--- src/bgsc_pkg.sv ---
// Package for the GF(32) BCH symbol checksum unit.
// Holds field widths, the tail length, register indexes and generator reset values.
// No dependencies.
`default_nettype none

package bgsc_pkg;

  localparam int SYM_W        = 5;
  localparam int WORD_W       = 30;
  localparam int TAIL_SYMBOLS = 6;
  localparam int FILL_W       = 3;
  localparam int GEN_COUNT    = 5;
  localparam int CFG_IDX_W    = 3;

  typedef logic [SYM_W-1:0]  sym_t;
  typedef logic [WORD_W-1:0] word_t;
  typedef logic [FILL_W-1:0] fill_t;

  typedef enum logic [CFG_IDX_W-1:0] {
    REG_GEN_WORD_0 = 3'd0,
    REG_GEN_WORD_1 = 3'd1,
    REG_GEN_WORD_2 = 3'd2,
    REG_GEN_WORD_3 = 3'd3,
    REG_GEN_WORD_4 = 3'd4
  } cfg_reg_t;

  localparam word_t GEN_RESET [GEN_COUNT] = '{
    30'h3b6a57b2, 30'h26508e6d, 30'h1ea119fa, 30'h3d4233dd, 30'h2a1462b3
  };

  typedef struct packed {
    word_t checksum;
    logic  short_message;
  } result_t;

endpackage

`default_nettype wire

--- src/bch_gf32_symbol_checksum_unit.sv ---
// Top level of the GF(32) BCH symbol checksum unit: polymod fold, tail packing, output skid.
// Depends on bgsc_pkg.
//
// channel  | dir | tdata bits                  | tuser            | tlast
// s_axis   | in  | [4:0] symbol, [7:5] zero    | -                | last
// m_axis   | out | [29:0] checksum, [31:30] 0  | [0] short_message| -
// cfg      | in  | cfg_data [29:0] to register cfg_index (0..4), on cfg_we
//
// One symbol per cycle while s_axis_tready is high; the fold and tail packing sit between the
// message state registers and the result register, so each result is registered from its last symbol.
// A two-entry output buffer (result register plus skid) lets input continue while a
// result waits; s_axis_tready drops only while both entries are full.
// rst is synchronous and restores generator words and clears message state.
`default_nettype none

module bch_gf32_symbol_checksum_unit
  import bgsc_pkg::*;
(
  input  wire logic                 clk,
  input  wire logic                 rst,
  input  wire logic                 s_axis_tvalid,
  output logic                      s_axis_tready,
  input  wire logic [7:0]           s_axis_tdata,   // [4:0] symbol
  input  wire logic                 s_axis_tlast,
  output logic                      m_axis_tvalid,
  input  wire logic                 m_axis_tready,
  output logic [31:0]               m_axis_tdata,   // [29:0] checksum
  output logic [0:0]                m_axis_tuser,   // [0] short_message
  input  wire logic                 cfg_we,
  input  wire logic [CFG_IDX_W-1:0] cfg_index,
  input  wire logic [WORD_W-1:0]    cfg_data
);

  word_t   gen_words [GEN_COUNT];
  word_t   remainder, remainder_next;
  word_t   tail_symbols, tail_next;
  fill_t   tail_fill, fill_next;
  word_t   packed_tail;
  result_t result_next;
  result_t out_reg, skid_reg;
  logic    out_valid, skid_valid;
  logic    in_xfer, emit;
  sym_t    sym, feedback;

  assign sym     = s_axis_tdata[SYM_W-1:0];
  assign in_xfer = s_axis_tvalid && s_axis_tready;
  assign emit    = in_xfer && s_axis_tlast;

  always_ff @(posedge clk) begin
    if (rst) begin
      for (int i = 0; i < GEN_COUNT; i++) gen_words[i] <= GEN_RESET[i];
    end else if (cfg_we) begin
      unique case (cfg_index)
        REG_GEN_WORD_0: gen_words[0] <= cfg_data;
        REG_GEN_WORD_1: gen_words[1] <= cfg_data;
        REG_GEN_WORD_2: gen_words[2] <= cfg_data;
        REG_GEN_WORD_3: gen_words[3] <= cfg_data;
        REG_GEN_WORD_4: gen_words[4] <= cfg_data;
        default: ;
      endcase
    end
  end

  always_comb begin
    feedback       = remainder[WORD_W-1 -: SYM_W] ^ tail_symbols[WORD_W-1 -: SYM_W];
    remainder_next = remainder;
    fill_next      = tail_fill;
    if (tail_fill == FILL_W'(TAIL_SYMBOLS)) begin
      remainder_next = {remainder[WORD_W-SYM_W-1:0], {SYM_W{1'b0}}};
      for (int i = 0; i < GEN_COUNT; i++) begin
        if (feedback[i]) remainder_next = remainder_next ^ gen_words[i];
      end
    end else begin
      fill_next = tail_fill + 1'b1;
    end
    tail_next   = {tail_symbols[WORD_W-SYM_W-1:0], sym};
    packed_tail = '0;
    for (int k = 1; k <= TAIL_SYMBOLS; k++) begin
      if (fill_next == FILL_W'(k)) packed_tail = tail_next << (SYM_W * (TAIL_SYMBOLS - k));
    end
    result_next.checksum      = remainder_next ^ packed_tail;
    result_next.short_message = (fill_next != FILL_W'(TAIL_SYMBOLS));
  end

  always_ff @(posedge clk) begin
    if (rst) begin
      remainder    <= '0;
      tail_symbols <= '0;
      tail_fill    <= '0;
    end else if (in_xfer) begin
      if (s_axis_tlast) begin
        remainder    <= '0;
        tail_symbols <= '0;
        tail_fill    <= '0;
      end else begin
        remainder    <= remainder_next;
        tail_symbols <= tail_next;
        tail_fill    <= fill_next;
      end
    end
  end

  assign s_axis_tready = !skid_valid;

  always_ff @(posedge clk) begin
    if (rst) begin
      out_valid  <= 1'b0;
      skid_valid <= 1'b0;
    end else begin
      if (!out_valid || m_axis_tready) begin
        if (skid_valid) begin
          out_valid  <= 1'b1;
          skid_valid <= 1'b0;
        end else begin
          out_valid <= emit;
        end
      end else if (emit) begin
        skid_valid <= 1'b1;
      end
    end
  end

  always_ff @(posedge clk) begin
    if (!out_valid || m_axis_tready) begin
      if (skid_valid) out_reg <= skid_reg;
      else if (emit)  out_reg <= result_next;
    end else if (emit) begin
      skid_reg <= result_next;
    end
  end

  assign m_axis_tvalid   = out_valid;
  assign m_axis_tdata    = {2'b00, out_reg.checksum};
  assign m_axis_tuser[0] = out_reg.short_message;

endmodule

`default_nettype wire

--- config.mk ---
export PLATFORM = sky130hd
export DESIGN_NAME = bch_gf32_symbol_checksum_unit
export DESIGN_NICKNAME = d
export VERILOG_FILES = /design/src/bgsc_pkg.sv /design/src/bch_gf32_symbol_checksum_unit.sv
export SDC_FILE = /design/constraint.sdc
export NUM_CORES = 1
export LEC_CHECK = 0
export BUFFER_PORTS_ARGS = -buffer_cell sky130_fd_sc_hd__buf_2
export CAP_MARGIN = 5
export CORE_MARGIN = 4
export CORE_UTILIZATION = 50
export DETAILED_ROUTE_END_ITERATION = 16
export PLACE_DENSITY = 0.68
export SYNTH_ARGS = -nofsm -noshare
export SYNTH_HDL_FRONTEND = slang
export SYNTH_SLANG_ARGS = --single-unit
--- constraint.sdc ---
create_clock -name clk -period 3.55 [get_ports clk]
set_input_delay 0.71 -clock clk [delete_from_list [all_inputs] [get_ports clk]]
set_output_delay 0.71 -clock clk [all_outputs]
set_load 0.02 [all_outputs]
==> metrics.cfg <==
[die]
die_w_um=175
row_count=60
start_util_pct=51.1
io-pin-count=82
core_area_um2=27200
dieHeight_um=175
die_area_um2=30500

[logic_synthesis]
synth_top_family_by_area=simple AND/OR/NAND/NOR gates
yosysTopAreaCell=edfxtp_1
synth.area.top_cells=edfxtp_1, dfxtp_1, nand2_1
ys_ff_latch=277
yosysUniqueCellTypes=55
synth-simple-area-share_pct=16.7
ys_warn_count=0
avgSynthCellArea_um2=11.2
synth_top_area_share_pct=45.8
synth_compound_area_share_pct=12.7
yosysSeqAreaShare_pct=55.2
synth_edf_count=212
synth.area.mux_share_pct=1.49
synthCells=1246
async_reset_ff_share_pct=0
synth_ff_type=edfxtp_1
yosys.area_share.xor_xnor_pct=10.6
netlist_area_um2=13900
synth_fa_ha_area_share_pct=0.360

[cells_and_area]
largest_reg_flops=150
area_growth_syn_to_layout_pct=12.7
final_cell_mix=nand2_1, edfxtp_1, buf_2, dfxtp_1, a21oi_1
nNetsFinal=1360
antennaDiodeCount=0
final_common_cell=nand2_1
drive_gt1_share_pct=13.9

[clock_tree]
cts_root_buf=clkbuf_16
clk_latency_ns=0.55
cts_hold_buf=0
cts_tree=done
cts_buffers=29
htreeDepth=1
cts_max_path_buffers=3
cts_sinks=277
postCtsSetupBuffers=0
cts_resized=0
clkSlewWorstSetupHoldPaths_ns=0.06

[global_routing]
grt_overflow=0
grt_antenna_before_repair=0
grt_max_degree=63
grt.total_usage_pct=22.0
grt_pass1_vias=9144
grt_pass1_wl_um=52700

[sta]
slew_viol_final=0
fin_tns_setup_ns=0
skew_ns=0.00720
period_minus_slack_ns=3.00
rsz0062_at_grt=no
fin_ws_ns=0.546
final.period_utilization_pct=84.6
relSlewSlack_pct=33.0
fmax_mhz=333
worstMarginPinSlew_ns=1.01
hold_viol_final=0
setup_viol=0

[drt]
drt_wl_total_um=34000
vias_per_cell=5.63
firstDrtPassIters=7
wl_per_cell_um=20.0
drc=0
vias=9591
drt_iter0_drc=882
ant_nets=0

[placed_design]
place.gp.congestion=0.872
pre_cts_slack_ns=0.635
io_buffers=76
hpwl_um=22300

[setup_path]
start_kind=flip-flop
crit_path_max_fanout=17
crit_type=flip-flop to flip-flop
cp_cell_sequence=inv_1 -> ha_1 -> or3b_1 -> a311oi_4 -> buf_4 -> inv_2 -> mux2i_1 -> a211o_1 -> a31oi_1
cp.arrival_ns=3.33
max_stage_delay_ns=0.43
cp_slowest_cell=or3b_1
endpoint_kind=flip-flop
worst-endpoint-required_ns=3.88

[min_path]
hp-class=primary input to flip-flop

[flow_run]
cap_violations=0

[pwr]
vdd_drop_max_mv=0.367
power_density_nw_per_um2=446
p_leak_nw=5.87

[run_status]
status=finished, final reports clean

[kinds of logic after synthesis]
kind of cell / after synthesis
buffers and inverters: 94
and+or+nand+nor: 476
adders and majority gates: 4
muxes: 20
DFF: 277
AOI/OAI and AO/OA: 258
xor gates and xnor gates: 116
other: 1
[report_power, final]
part | leakage, nW | switching, W | total [W] | internal (W)
Combinational | 2.86 | 0.000255 | 0.000376 | 0.000122
Sequential | 2.56 | 0.0000546 | 0.00372 | 0.00367
Clock | 0.442 | 0.00124 | 0.00289 | 0.00165
[stage by stage]
stage	hold WS, ns	total power (W)	util (%)	cells	instance area, µm²
final	0.440	0.00699	57.6	1704	15700
after global routing	0.443	0.00723	57.6	1704	15700
after CTS	0.422	0.00704	57.6	1704	15700
after detailed placement	0.467	0.00416	54.3	1650	14800
after global placement	0.458	0.00415	54.3	1650	14800
after floorplan	0.444	0.00400	-	1247	13900
[final timing paths]
check / from / endpoint / slack [ns] / cells after the start
setup / recovery: tail_fill[0] / m_axis_tdata[21] / 0.55 / 9
setup reg to reg: tail_fill[0] / m_axis_tdata[21] / 0.55 / 9
hold reg to reg: tail_symbols[23] / tail_symbols[23] / 0.47 / 2
hold / removal: cfg_data[15] / gen_words[0][45] / 0.44 / 2
[routing by layer]
metal	GRT usage [%]	vias up	wire, µm	share of wire (%)
met4	6.87	0	1030	3.0
met2	35.7	316	15900	47
li1	-	4584	-	-
met1	31.1	4636	15000	44
met3	3.05	55	2050	6.0
met5	0	-	0	0
[Yosys cell counts (15+ instances only)]
master    number
nand2_1      243
nand3b_1      46
a311oi_1      15
dfxtp_1       65
o21ai_0       51
o211ai_1      20
buf_2         17
edfxtp_1     212
a211o_1       25
o31ai_1       15
and2_1        53
xor2_1        32
xnor3_1       30
clkbuf_1      56
mux2i_1       15
nand2b_1      53
nor2_1        47
a31oi_1       15
a21oi_1       54
xnor2_1       48
[layout make-up]
cell class,instances,area (µm²)
Fill cell,2286,11500
Sequential cell,277,7670
Multi-Input combinational cell,876,5880
Clock buffer,36,752
Timing Repair Buffer,112,701
Tap cell,372,465
Clock inverter,18,148
Inverter,13,48.8
[worst max-delay path, delay by kind of cell (launching register included)]
kind / cells / cell delay [ns]
simple gates: 1 / 0.43
compound gates: 3 / 0.98
flops: 1 / 0.39
mux: 1 / 0.19
buf+inv: 3 / 0.52
fa+ha+maj: 1 / 0.26
Note: power is estimated with default switching activity, not from simulation.
